==> src/pse_pkg.sv <==
// ----------------------------------------------------------------------------
// pse_pkg
// Shared types and codes for the population statistics engine.
// ----------------------------------------------------------------------------
package pse_pkg;

  localparam logic [1:0] ACT_APPEND  = 2'd0;
  localparam logic [1:0] ACT_REPLACE = 2'd1;
  localparam logic [1:0] ACT_CLEAR   = 2'd2;
  localparam logic [1:0] ACT_NOP     = 2'd3;

  localparam logic [1:0] ST_OK    = 2'd0;
  localparam logic [1:0] ST_EMPTY = 2'd1;
  localparam logic [1:0] ST_FULL  = 2'd2;
  localparam logic [1:0] ST_INDEX = 2'd3;

  typedef enum logic [2:0] {
    S_IDLE,
    S_PASS1,
    S_DIV1,
    S_PASS2,
    S_DIV2,
    S_SQRT,
    S_DONE
  } state_e;

  // divider command from sequencer to divide unit
  typedef struct packed {
    logic start;
    logic sgn;
  } div_ctl_t;

endpackage

==> src/pse_div.sv <==
// ----------------------------------------------------------------------------
// pse_div
// Restoring divider, one quotient bit per cycle. Signed mode truncates
// toward zero; unsigned mode floors.
// ----------------------------------------------------------------------------
module pse_div
  import pse_pkg::*;
#(
  parameter int NW = 48,
  parameter int DW = 11
) (
  input  logic          clk_i,
  input  logic          rst_ni,
  input  div_ctl_t      ctl_i,
  input  logic [NW-1:0] num_i,
  input  logic [DW-1:0] den_i,
  output logic          busy_o,
  output logic [NW-1:0] quo_o
);

  localparam int CW = $clog2(NW + 1);

  logic [NW-1:0] q_q, q_d;
  logic [NW:0]   r_q, r_d;
  logic [DW-1:0] d_q, d_d;
  logic [CW-1:0] c_q, c_d;
  logic          neg_q, neg_d;
  logic          busy_q, busy_d;
  logic [NW:0]   trial;

  always_comb begin
    q_d    = q_q;
    r_d    = r_q;
    d_d    = d_q;
    c_d    = c_q;
    neg_d  = neg_q;
    busy_d = busy_q;
    trial  = '0;
    if (ctl_i.start) begin
      neg_d  = ctl_i.sgn & num_i[NW-1];
      q_d    = (ctl_i.sgn & num_i[NW-1]) ? (~num_i + 1'b1) : num_i;
      r_d    = '0;
      d_d    = den_i;
      c_d    = CW'(NW);
      busy_d = 1'b1;
    end else if (busy_q) begin
      trial = {r_q[NW-1:0], q_q[NW-1]};
      q_d   = {q_q[NW-2:0], 1'b0};
      if (trial >= {{(NW+1-DW){1'b0}}, d_q}) begin
        r_d    = trial - {{(NW+1-DW){1'b0}}, d_q};
        q_d[0] = 1'b1;
      end else begin
        r_d = trial;
      end
      c_d = c_q - 1'b1;
      if (c_q == CW'(1)) busy_d = 1'b0;
    end
  end

  always_ff @(posedge clk_i or negedge rst_ni) begin
    if (!rst_ni) begin
      busy_q <= 1'b0;
      c_q    <= '0;
    end else begin
      busy_q <= busy_d;
      c_q    <= c_d;
    end
  end

  always_ff @(posedge clk_i) begin
    q_q   <= q_d;
    r_q   <= r_d;
    d_q   <= d_d;
    neg_q <= neg_d;
  end

  assign busy_o = busy_q;
  assign quo_o  = neg_q ? (~q_q + 1'b1) : q_q;

endmodule

==> src/pse_sqrt.sv <==
// ----------------------------------------------------------------------------
// pse_sqrt
// Digit-by-digit floor square root, one result bit per cycle.
// ----------------------------------------------------------------------------
module pse_sqrt #(
  parameter int W = 48
) (
  input  logic           clk_i,
  input  logic           rst_ni,
  input  logic           start_i,
  input  logic [W-1:0]   val_i,
  output logic           busy_o,
  output logic [W/2-1:0] root_o
);

  localparam int HW = W / 2;
  localparam int CW = $clog2(HW + 1);

  logic [W-1:0]  v_q, v_d;
  logic [HW-1:0] res_q, res_d;
  logic [HW+1:0] rem_q, rem_d;
  logic [CW-1:0] c_q, c_d;
  logic          busy_q, busy_d;
  logic [HW+1:0] trial, tsub;

  always_comb begin
    v_d    = v_q;
    res_d  = res_q;
    rem_d  = rem_q;
    c_d    = c_q;
    busy_d = busy_q;
    trial  = {rem_q[HW-1:0], v_q[W-1:W-2]};
    tsub   = {res_q, 2'b01};
    if (start_i) begin
      v_d    = val_i;
      res_d  = '0;
      rem_d  = '0;
      c_d    = CW'(HW);
      busy_d = 1'b1;
    end else if (busy_q) begin
      v_d = {v_q[W-3:0], 2'b00};
      if (trial >= tsub) begin
        rem_d = trial - tsub;
        res_d = {res_q[HW-2:0], 1'b1};
      end else begin
        rem_d = trial;
        res_d = {res_q[HW-2:0], 1'b0};
      end
      c_d = c_q - 1'b1;
      if (c_q == CW'(1)) busy_d = 1'b0;
    end
  end

  always_ff @(posedge clk_i or negedge rst_ni) begin
    if (!rst_ni) begin
      busy_q <= 1'b0;
      c_q    <= '0;
    end else begin
      busy_q <= busy_d;
      c_q    <= c_d;
    end
  end

  always_ff @(posedge clk_i) begin
    v_q   <= v_d;
    res_q <= res_d;
    rem_q <= rem_d;
  end

  assign busy_o = busy_q;
  assign root_o = res_q;

endmodule

==> src/population_stats_engine_unit.sv <==
// ----------------------------------------------------------------------------
// population_stats_engine_unit
// Sample store with running count, sum, min, max, mean and deviation.
// ----------------------------------------------------------------------------
// Sequence: the result follows two passes over the store memory, two
//   divides and a square root; when empty it follows the first pass directly.
// Requests: one at a time; the next is taken in the cycle after the
//   result leaves.
// Reset: count and control clear; store contents are undefined until written.
module population_stats_engine_unit
  import pse_pkg::*;
#(
  parameter int CAPACITY = 32
) (
  input  logic        clk_i,
  input  logic        rst_ni,
  input  logic        valid_i,
  output logic        stall_o,
  input  logic [1:0]  action_i,
  input  logic [4:0]  position_i,
  input  logic signed [15:0] sample_i,
  output logic        valid_o,
  input  logic        stall_i,
  output logic [5:0]  entry_total_o,
  output logic signed [20:0] total_o,
  output logic signed [15:0] smallest_o,
  output logic signed [15:0] largest_o,
  output logic signed [15:0] average_o,
  output logic [15:0] deviation_o,
  output logic [1:0]  status_o
);

  localparam int AW = (CAPACITY > 1) ? $clog2(CAPACITY) : 1;
  localparam int NW = $clog2(CAPACITY + 1);
  localparam int SW = 17 + NW;
  localparam int QW = 48;

  logic [15:0] mem [CAPACITY];
  logic [15:0] rd_q;

  state_e st_q, st_d;
  logic [NW-1:0] n_q, n_d;
  logic [NW-1:0] i_q, i_d;
  logic          rv_q, rv_d;
  logic [1:0]    stat_q, stat_d;
  logic signed [SW-1:0] sum_q, sum_d;
  logic signed [15:0]   lo_q, lo_d, hi_q, hi_d, mean_q, mean_d;
  logic [QW-1:0] sq_q, sq_d;
  logic [15:0]   dev_q, dev_d;
  logic          ov_q, ov_d;

  logic          wr_en;
  logic [AW-1:0] wr_addr;
  logic [AW-1:0] rd_addr;

  div_ctl_t      dctl;
  logic [QW-1:0] dnum, dquo;
  logic          dbusy;
  logic          sq_start, sbusy;
  logic [23:0]   root;

  logic signed [16:0] dif;
  logic [16:0]   adif;
  logic [33:0]   prod;
  logic signed [15:0] x;
  logic          acc;

  assign acc   = valid_i && !stall_o;
  assign x     = signed'(rd_q);
  assign dif   = 17'(x) - 17'(mean_q);
  assign adif  = dif[16] ? 17'(-dif) : 17'(dif);
  assign prod  = 34'(adif) * 34'(adif);

  assign rd_addr = i_q[AW-1:0];

  always_ff @(posedge clk_i) begin
    if (wr_en) mem[wr_addr] <= sample_i;
    rd_q <= mem[rd_addr];
  end

  always_comb begin
    wr_en   = 1'b0;
    wr_addr = n_q[AW-1:0];
    n_d     = n_q;
    stat_d  = stat_q;
    if (acc) begin
      stat_d = ST_OK;
      unique case (action_i)
        ACT_APPEND: begin
          if (n_q >= NW'(CAPACITY)) stat_d = ST_FULL;
          else begin
            wr_en = 1'b1;
            n_d   = n_q + 1'b1;
          end
        end
        ACT_REPLACE: begin
          if (32'(position_i) >= 32'(n_q) || 32'(position_i) >= CAPACITY) stat_d = ST_INDEX;
          else begin
            wr_en   = 1'b1;
            wr_addr = AW'(position_i);
          end
        end
        ACT_CLEAR: n_d = '0;
        default: ;
      endcase
    end else if (st_q == S_PASS1 && n_q == '0 && stat_q == ST_OK) begin
      stat_d = ST_EMPTY;
    end
  end

  always_comb begin
    st_d = st_q;
    unique case (st_q)
      S_IDLE:  if (acc) st_d = S_PASS1;
      S_PASS1: begin
        if (n_q == '0) st_d = S_DONE;
        else if (rv_q && i_q == n_q) st_d = S_DIV1;
      end
      S_DIV1:  if (!dbusy && !dctl.start) st_d = S_PASS2;
      S_PASS2: if (rv_q && i_q == n_q) st_d = S_DIV2;
      S_DIV2:  if (!dbusy && !dctl.start) st_d = S_SQRT;
      S_SQRT:  if (!sbusy && !sq_start) st_d = S_DONE;
      S_DONE:  if (!stall_i) st_d = S_IDLE;
      default: st_d = S_IDLE;
    endcase
  end

  logic ph_q, ph_d;

  always_comb begin
    i_d      = i_q;
    rv_d     = 1'b0;
    sum_d    = sum_q;
    lo_d     = lo_q;
    hi_d     = hi_q;
    mean_d   = mean_q;
    sq_d     = sq_q;
    dev_d    = dev_q;
    ov_d     = 1'b0;
    ph_d     = ph_q;
    dctl     = '0;
    dnum     = QW'(sum_q);
    sq_start = 1'b0;
    unique case (st_q)
      S_IDLE: begin
        i_d   = '0;
        sum_d = '0;
        lo_d  = '0;
        hi_d  = '0;
        mean_d = '0;
        sq_d  = '0;
        dev_d = '0;
        ph_d  = 1'b0;
      end
      S_PASS1, S_PASS2: begin
        if (i_q != n_q) begin
          i_d  = i_q + 1'b1;
          rv_d = 1'b1;
        end
        if (rv_q) begin
          if (st_q == S_PASS1) begin
            sum_d = sum_q + SW'(x);
            if (i_q == NW'(1) || x < lo_q) lo_d = x;
            if (i_q == NW'(1) || x > hi_q) hi_d = x;
          end else begin
            sq_d = sq_q + QW'(prod);
          end
        end
        ph_d = 1'b0;
      end
      S_DIV1, S_DIV2: begin
        i_d = '0;
        if (!ph_q) begin
          dctl.start = 1'b1;
          dctl.sgn   = (st_q == S_DIV1);
          dnum       = (st_q == S_DIV1) ? QW'(sum_q) : sq_q;
          ph_d       = 1'b1;
        end else if (!dbusy) begin
          ph_d = 1'b0;
          if (st_q == S_DIV1) mean_d = dquo[15:0];
          else sq_d = dquo;
        end
      end
      S_SQRT: begin
        if (!ph_q) begin
          sq_start = 1'b1;
          ph_d     = 1'b1;
        end else if (!sbusy) begin
          dev_d = root[15:0];
        end
      end
      default: ;
    endcase
  end

  pse_div #(.NW(QW), .DW(NW)) u_div (
    .clk_i  (clk_i),
    .rst_ni (rst_ni),
    .ctl_i  (dctl),
    .num_i  (dnum),
    .den_i  (n_q),
    .busy_o (dbusy),
    .quo_o  (dquo)
  );

  pse_sqrt #(.W(QW)) u_sqrt (
    .clk_i   (clk_i),
    .rst_ni  (rst_ni),
    .start_i (sq_start),
    .val_i   (sq_q),
    .busy_o  (sbusy),
    .root_o  (root)
  );

  always_ff @(posedge clk_i or negedge rst_ni) begin
    if (!rst_ni) begin
      st_q   <= S_IDLE;
      n_q    <= '0;
      i_q    <= '0;
      rv_q   <= 1'b0;
      stat_q <= ST_OK;
      ph_q   <= 1'b0;
      ov_q   <= 1'b0;
    end else begin
      st_q   <= st_d;
      n_q    <= n_d;
      i_q    <= i_d;
      rv_q   <= rv_d;
      stat_q <= stat_d;
      ph_q   <= ph_d;
      ov_q   <= ov_d;
    end
  end

  always_ff @(posedge clk_i) begin
    sum_q  <= sum_d;
    lo_q   <= lo_d;
    hi_q   <= hi_d;
    mean_q <= mean_d;
    sq_q   <= sq_d;
    dev_q  <= dev_d;
  end

  localparam logic signed [SW-1:0] TMAX = SW'(1048575);
  localparam logic signed [SW-1:0] TMIN = -SW'(1048576);

  assign stall_o       = (st_q != S_IDLE) || ov_q;
  assign valid_o       = (st_q == S_DONE);
  assign entry_total_o = 6'(n_q);
  assign total_o       = (sum_q > TMAX) ? 21'(TMAX) : (sum_q < TMIN) ? 21'(TMIN) : 21'(sum_q);
  assign smallest_o    = lo_q;
  assign largest_o     = hi_q;
  assign average_o     = mean_q;
  assign deviation_o   = dev_q;
  assign status_o      = stat_q;

endmodule

==> config.mk <==
export PLATFORM = sky130hd
export DESIGN_NAME = population_stats_engine_unit
export DESIGN_NICKNAME = d
export VERILOG_FILES = /design/src/pse_pkg.sv /design/src/pse_div.sv /design/src/pse_sqrt.sv /design/src/population_stats_engine_unit.sv
export SDC_FILE = /design/constraint.sdc
export NUM_CORES = 2
export LEC_CHECK = 0
export ABC_AREA = 1
export BUFFER_PORTS_ARGS = -buffer_cell sky130_fd_sc_hd__buf_2
export CAP_MARGIN = 40
export CORE_MARGIN = 2
export CORE_UTILIZATION = 65
export CTS_CLUSTER_SIZE = 12
export DETAILED_ROUTE_END_ITERATION = 8
export GPL_ROUTABILITY_DRIVEN = 0
export PLACE_DENSITY = 0.82
export SKIP_CTS_REPAIR_TIMING = 1
export SYNTH_ARGS = -nofsm -noshare
export SYNTH_HDL_FRONTEND = slang
export SYNTH_SLANG_ARGS = --single-unit
==> constraint.sdc <==
create_clock -name clk_i -period 22.1 [get_ports clk_i]
set_clock_uncertainty 0.15 [all_clocks]
set_input_delay 4.42 -clock clk_i [delete_from_list [all_inputs] [get_ports clk_i]]
set_output_delay 4.42 -clock clk_i [all_outputs]
set_load 0.02 [all_outputs]
# Yosys cells after proc, flatten, opt, wreduce, memory -nomap -nowiden
# Memories as Yosys holds them, arrays and structs flattened. A register that Yosys moved wholly into a read port is not among the register bits.
# Cells that the tools add are included.
dict set report word_totals {
  register_bits 366
  latchBits 0
  mem_bits_rw 512
  mem_bits_ro 0
  in_bits 27
  word_cells 208
  memories 1
}
dict set report op_classes {
  addsub 12
  multipliers 1
  div 0
  n_lt_le_gt_ge 8
  eq_ne 33
  n_shift 0
  n_mux 86
  bitwise_logic 3
  reduce_logical 41
}
# name depth word_bits rd rd_ports_with_merged_regs wr line
set mem_list {}
lappend mem_list {mem 32 16 1 1 1 population_stats_engine_unit.sv:38} ;# logic [15:0] mem [CAPACITY];
# op n
set op_table {}
lappend op_table {{48-bit two-way mux} 15}
lappend op_table {{16-bit two-way mux} 11}
lappend op_table {{48-bit one-hot mux with 3 select lines} 1}
lappend op_table {{16-bit one-hot mux with 2 select lines} 4}
lappend op_table {{48-bit by 1-bit adder with 48-bit output, second input constant} 2}
lappend op_table {{48-bit inverter} 2}
lappend op_table {{49-bit by 6-bit >= comparator with 1-bit output} 1}
lappend op_table {{48-bit by 34-bit adder with 48-bit output} 1}
lappend op_table {{48-bit by 6-bit subtractor with 48-bit output} 1}
lappend op_table {{23-bit two-way mux} 2}
lappend op_table {{23-bit one-hot mux with 2 select lines} 1}
lappend op_table {{21-bit two-way mux} 2}
lappend op_table {{2-bit inequality test, second input constant} 19}
lappend op_table {{17-bit by 17-bit multiplier with 34-bit output} 1}
lappend op_table {{26-bit >= comparator} 1}
lappend op_table {{5-bit two-way mux} 5}
lappend op_table {{24-bit two-way mux} 1}
lappend op_table {{3-bit two-way mux} 8}
lappend op_table {{6-bit two-way mux} 4}
lappend op_table {{6-bit one-hot mux with 2 select lines} 2}
lappend op_table {{24-bit subtractor} 1}
lappend op_table {{23-bit by 16-bit adder with 23-bit output} 1}
lappend op_table {{23-bit by 21-bit greater-than comparator with 1-bit output, second input constant} 1}
lappend op_table {{23-bit by 21-bit less-than comparator with 1-bit output, second input constant} 1}
lappend op_table {{other kinds (42)} 96}

# Logic depth before layout (Yosys ltp)
dict set report logic_depth {
  depth_word 8
  ltp_mapped 46
  ltp_nobuf 46
}

# By module
# From an unflattened synthesis, not the netlist that was laid out.
dict set report unflattened {
  hier_cells 6508
  hier_area_um2 56360.3
}
# mod instances cells_per_inst area_each_um2
set by_module_without_submodules {}
lappend by_module_without_submodules {population_stats_engine_unit 1 4131 41006.8}
lappend by_module_without_submodules {pse_div 1 1556 9414.0}
lappend by_module_without_submodules {pse_sqrt 1 821 5939.4}

# Worst setup path after synthesis
# OpenSTA, ideal clock, no wires.
dict set report synth_timing {
  path_type {register to register}
  from {register mean_q[0] (netlist: average_o[0])}
  to {register sq_q[39] (data pin)}
  setup_ps 254
  t_arrival_ps 7401
  required_time_ps 21696
  slack_ps 14295
  path_stages_with_launch 41
  n_path_buf 0
  synth_period_minus_slack_ps 7805
  path_cell_list {edfxtp_1 ha_1 inv_1 fa_1 inv_1 ha_1 inv_1 nor2_1 nand3_1 nor2_1 nand3_2 nor2_2 nand3_1 nand2_1 nand3_1 nand2_2 inv_2 nor2_2 [... 5 more ...] fa_1 inv_1 fa_1 fa_1 inv_1 fa_1 inv_1 ha_1 nand2_1 nor2_1 inv_1 nor4_1 nand2_1 nand2_1 a21oi_1 or2_2 nand3_1 nand2_1}
}
dict set report synth_via {
  elab_chain_cells 8
}
# element line
set synth_lines {}
lappend synth_lines {{start: declaration} population_stats_engine_unit.sv:47} ;# logic signed [15:0] lo_q, lo_d, hi_q, hi_d, mean_q, mean_d;
lappend synth_lines {{start signal: assignment} population_stats_engine_unit.sv:239} ;# mean_q <= mean_d;
lappend synth_lines {{16-bit by 16-bit subtractor with 17-bit output *} population_stats_engine_unit.sv:70} ;# assign dif = 17'(x) - 17'(mean_q);
lappend synth_lines {{17-bit negator} population_stats_engine_unit.sv:71} ;# assign adif = dif[16] ? 17'(-dif) : 17'(dif);
lappend synth_lines {{17-bit two-way mux *} population_stats_engine_unit.sv:71}
lappend synth_lines {{17-bit by 17-bit multiplier with 34-bit output *} population_stats_engine_unit.sv:72} ;# assign prod = 34'(adif) * 34'(adif);
lappend synth_lines {{48-bit by 34-bit adder with 48-bit output *} population_stats_engine_unit.sv:166} ;# sq_d = sq_q + QW'(prod);
lappend synth_lines {{48-bit two-way mux *} population_stats_engine_unit.sv:161} ;# if (st_q == S_PASS1) begin
lappend synth_lines {{48-bit two-way mux *} population_stats_engine_unit.sv:160} ;# if (rv_q) begin
lappend synth_lines {{48-bit one-hot mux with 3 select lines *} population_stats_engine_unit.sv:144} ;# unique case (st_q)
lappend synth_lines {{net sq_d[39]} population_stats_engine_unit.sv:48} ;# logic [QW-1:0] sq_q, sq_d;
lappend synth_lines {{end signal: assignment} population_stats_engine_unit.sv:240} ;# sq_q <= sq_d;
lappend synth_lines {{end: declaration} population_stats_engine_unit.sv:48}
# Mark *: on every way through the listed nets, which the timed path passes. The rest lies on a longest branch. The select of a mux whose other input is x is not followed.
# A chain may end at the register's enable or synchronous reset.

# Final worst setup path
# Same ends and word-level chain as after synthesis.

==> key figures <==
Detailed routing
  • DR WL/cell: ~21 um
  • Post-route DRC: 0
  • Drt via density: 6.16
  • WL final: 149000 um
  • 1st-iter DRT viols: approximately 5800
  • Routed Antenna Nets: 0
  • Via Count: approximately 43000
  • Pre-antenna DRT Iters: 8

Timing
  • Max-slew violation count: 0
  • Final hold vios: 0
  • Setup TNS: 0 ns
  • RSZ-0062 raised after global routing: false
  • Max_slew headroom: about 32%
  • Final setup fails: 0
  • Tightest Pin Transition: between 1 and 1.5 ns
  • Tcrit/Tclk final: about two fifths
  • Fmax: around 0.11 GHz
  • Period minus WS final: just under 9 ns

Place
  • Detailed Place HPWL: 105000 um
  • Port Buffer Count: approximately 120

Clock network
  • CTS Root Cell: clkbuf_16
  • CTS Buffer Depth: 3
  • TritonCTS clock tree: built
  • Num CTS Buffers: slightly above 90
  • Htree depth: 3
  • TritonCTS Sinks: just under 900
  • Clk_lat worst skew: approximately 0.68 ns
  • Worst-path clk slew: roughly 0.07 ns

Global route
  • Gr busiest metal: met2
  • Initial antenna violation count: 7
  • Total gr overflow: 0
  • Largest net degree at the start of global routing: around 220
  • Met3 usage: just over 8%
  • Vias in the first global route: 41800
  • GR met1 Demand/Resource: a little under half
  • Total Routing Usage GR: between 30% and 40%
  • First-pass GRT wire length: 231000 um
  • Met2 Track Usage GR: around 54%

Setup path
  • Worst setup EP type: flip-flop
  • Slowest CP cell: ha_1
  • CP arrival: around 9.2 ns
  • Critical path required time: around 22 ns
  • CP Class: flip-flop to flip-flop
  • Cell mode on critical path: inv_1
  • Crit start category: flip-flop
  • Critical Path Max Stage Delay: just over 0.7 ns
  • Maximum fanout along the worst path: 16

Logic synthesis
  • Most common library cells after synthesis: nand2_1 (880), inv_1 (874), edfxtp_1 (750), nor2_1 (743), o21ai_0 (574)
  • Register bit total from synthesis: 894
  • Mean Syn Cell Area: approximately 9.2 um2
  • Synthesized cell area: 53600 um2
  • Synth top area cells: edfxtp_1 (42%), fa_1 (8.5%), nand2_1 (6.2%)
  • Async set or reset register ratio after synthesis: about 3.6%
  • Yosys top cell area share: a little over two fifths
  • Ys flop type: edfxtp_1
  • Most common cell in the netlist: nand2_1
  • Ys Warns: 0
  • Synth cell types: 64
  • Sequential fraction of the synthesis area: between 40% and 50%
  • Largest area contributor in the netlist: edfxtp_1
  • Number of synthesized flops with an enable pin: 750
  • Gate Count Post-Synth: roughly 5800

Min path
  • Path type of the worst min-delay path: flip-flop to flip-flop

Floorplanning
  • Io pins: about 120
  • Initial Util: between 60% and 70%
  • Die X: roughly 290 um
  • Die Footprint: between 80000 and 90000 um2
  • Rows: ~110
  • DIE HEIGHT: around 290 um
  • Core ar.: 81800 um2

Outcome
  • Status: complete, no violations

Finish
  • Multi-input gate area: roughly 24000 um2
  • Final nets: 6397
  • Layout area overhead: 8.73%
  • Share of layout cells above drive strength 1: ~7.4%
  • Sequential Area: ~26000 um2
  • Fill cells: approximately 6000

Job
  • Max Cap Viol: 0
stage by stage:
| stage | hold WS [ns] | setup WS (ns) | cell area (um2) | std cells | utilization, % |
|---|---|---|---|---|---|
| 5_1_grt | 0.333 | 12.66 | 58200 | 7034 | 71.2 |
| 3_5_place_dp | 0.312 | 13.46 | 55400 | 6887 | 67.7 |
| 2_1_floorplan | 0.294 | 14.30 | 53600 | 5824 | - |
| 3_3_place_gp | 0.311 | 13.57 | 55200 | 6874 | 67.5 |
| 6_report | 0.324 | 13.16 | 58200 | 7035 | 71.2 |
| 4_1_cts | 0.323 | 13.34 | 58200 | 7033 | 71.2 |
layout make-up:
| class | instances | share of cell area, % |
|---|---|---|
| clock buffers | 119 | 4.20 |
| multi-input cells | 3827 | 40.9 |
| clock inverters | 27 | 0.619 |
| diodes | 1 | 0.00430 |
| flip-flops and latches | 894 | 43.9 |
| repair buffers | 197 | 2.25 |
| inverters | 900 | 5.83 |
| well taps | 1070 | 2.30 |
final timing paths:
path	startpoint	to	slack (ns)	cells after the start
worst min-delay path	u_div.r_q[1]	u_div.r_q[1]	0.32	2
min in group asynchronous	rst_ni	u_sqrt.c_q[4]	3.66	1
worst max register to register	average_o[0]	sq_q[39]	13.16	35
worst min register to register	u_div.r_q[1]	u_div.r_q[1]	0.32	2
worst max-delay path	average_o[0]	sq_q[39]	13.16	35
max in group asynchronous	rst_ni	i_q[0]	17.54	1
metal layers:
metal	vias to the layer above	wire, um
li1	19700	-
met1	20400	55100
met2	2791	67100
met3	520	18100
met4	4	8560
met5	-	22
state kept, by name, indices dropped and copies added (netlist names), 23 cells and up:
signal,cells
mem,512
sq_q,48
sum_q,23
u_div.q_q,48
u_div.r_q,48
u_sqrt.rem_q,24
u_sqrt.root_o,24
u_sqrt.v_q,48
kinds of logic after synthesis:
| family | Yosys count | synth area share (%) |
|---|---|---|
| AOI/OAI and AO/OA | 1168 | 12.3 |
| xor gates and xnor gates | 105 | 1.82 |
| adders and majority gates | 457 | 13.9 |
| buffers and inverters | 1103 | 7.96 |
| DFF | 894 | 47.7 |
| other | 2 | 0.0140 |
| and+or+nand+nor | 2086 | 16.4 |
layout by cell type (no fill, tap or decap), types with 138 or more instances in the layout:
| master | synthesis | routed |
|---|---|---|
| nand2_1 | 880 | 880 |
| inv_1 | 874 | 871 |
| edfxtp_1 | 750 | 750 |
| nor2_1 | 743 | 739 |
| o21ai_0 | 574 | 573 |
| a21oi_1 | 249 | 247 |
| ha_1 | 229 | 229 |
| fa_1 | 228 | 228 |
| nand3_1 | 214 | 213 |
| o22ai_1 | 138 | 138 |
critical path: cells and delay by family, from the launching register on:
family	cells	cell delay (ns)
adders and majority gates	9	4.58
and+or+nand+nor	17	2.66
buffers and inverters	8	0.76
DFF	1	0.43
AOI/OAI and AO/OA	1	0.09
Power is left out: the tool's default activity adds up to more than one toggle a clock period on the data nets, which glitch-free logic cannot reach.
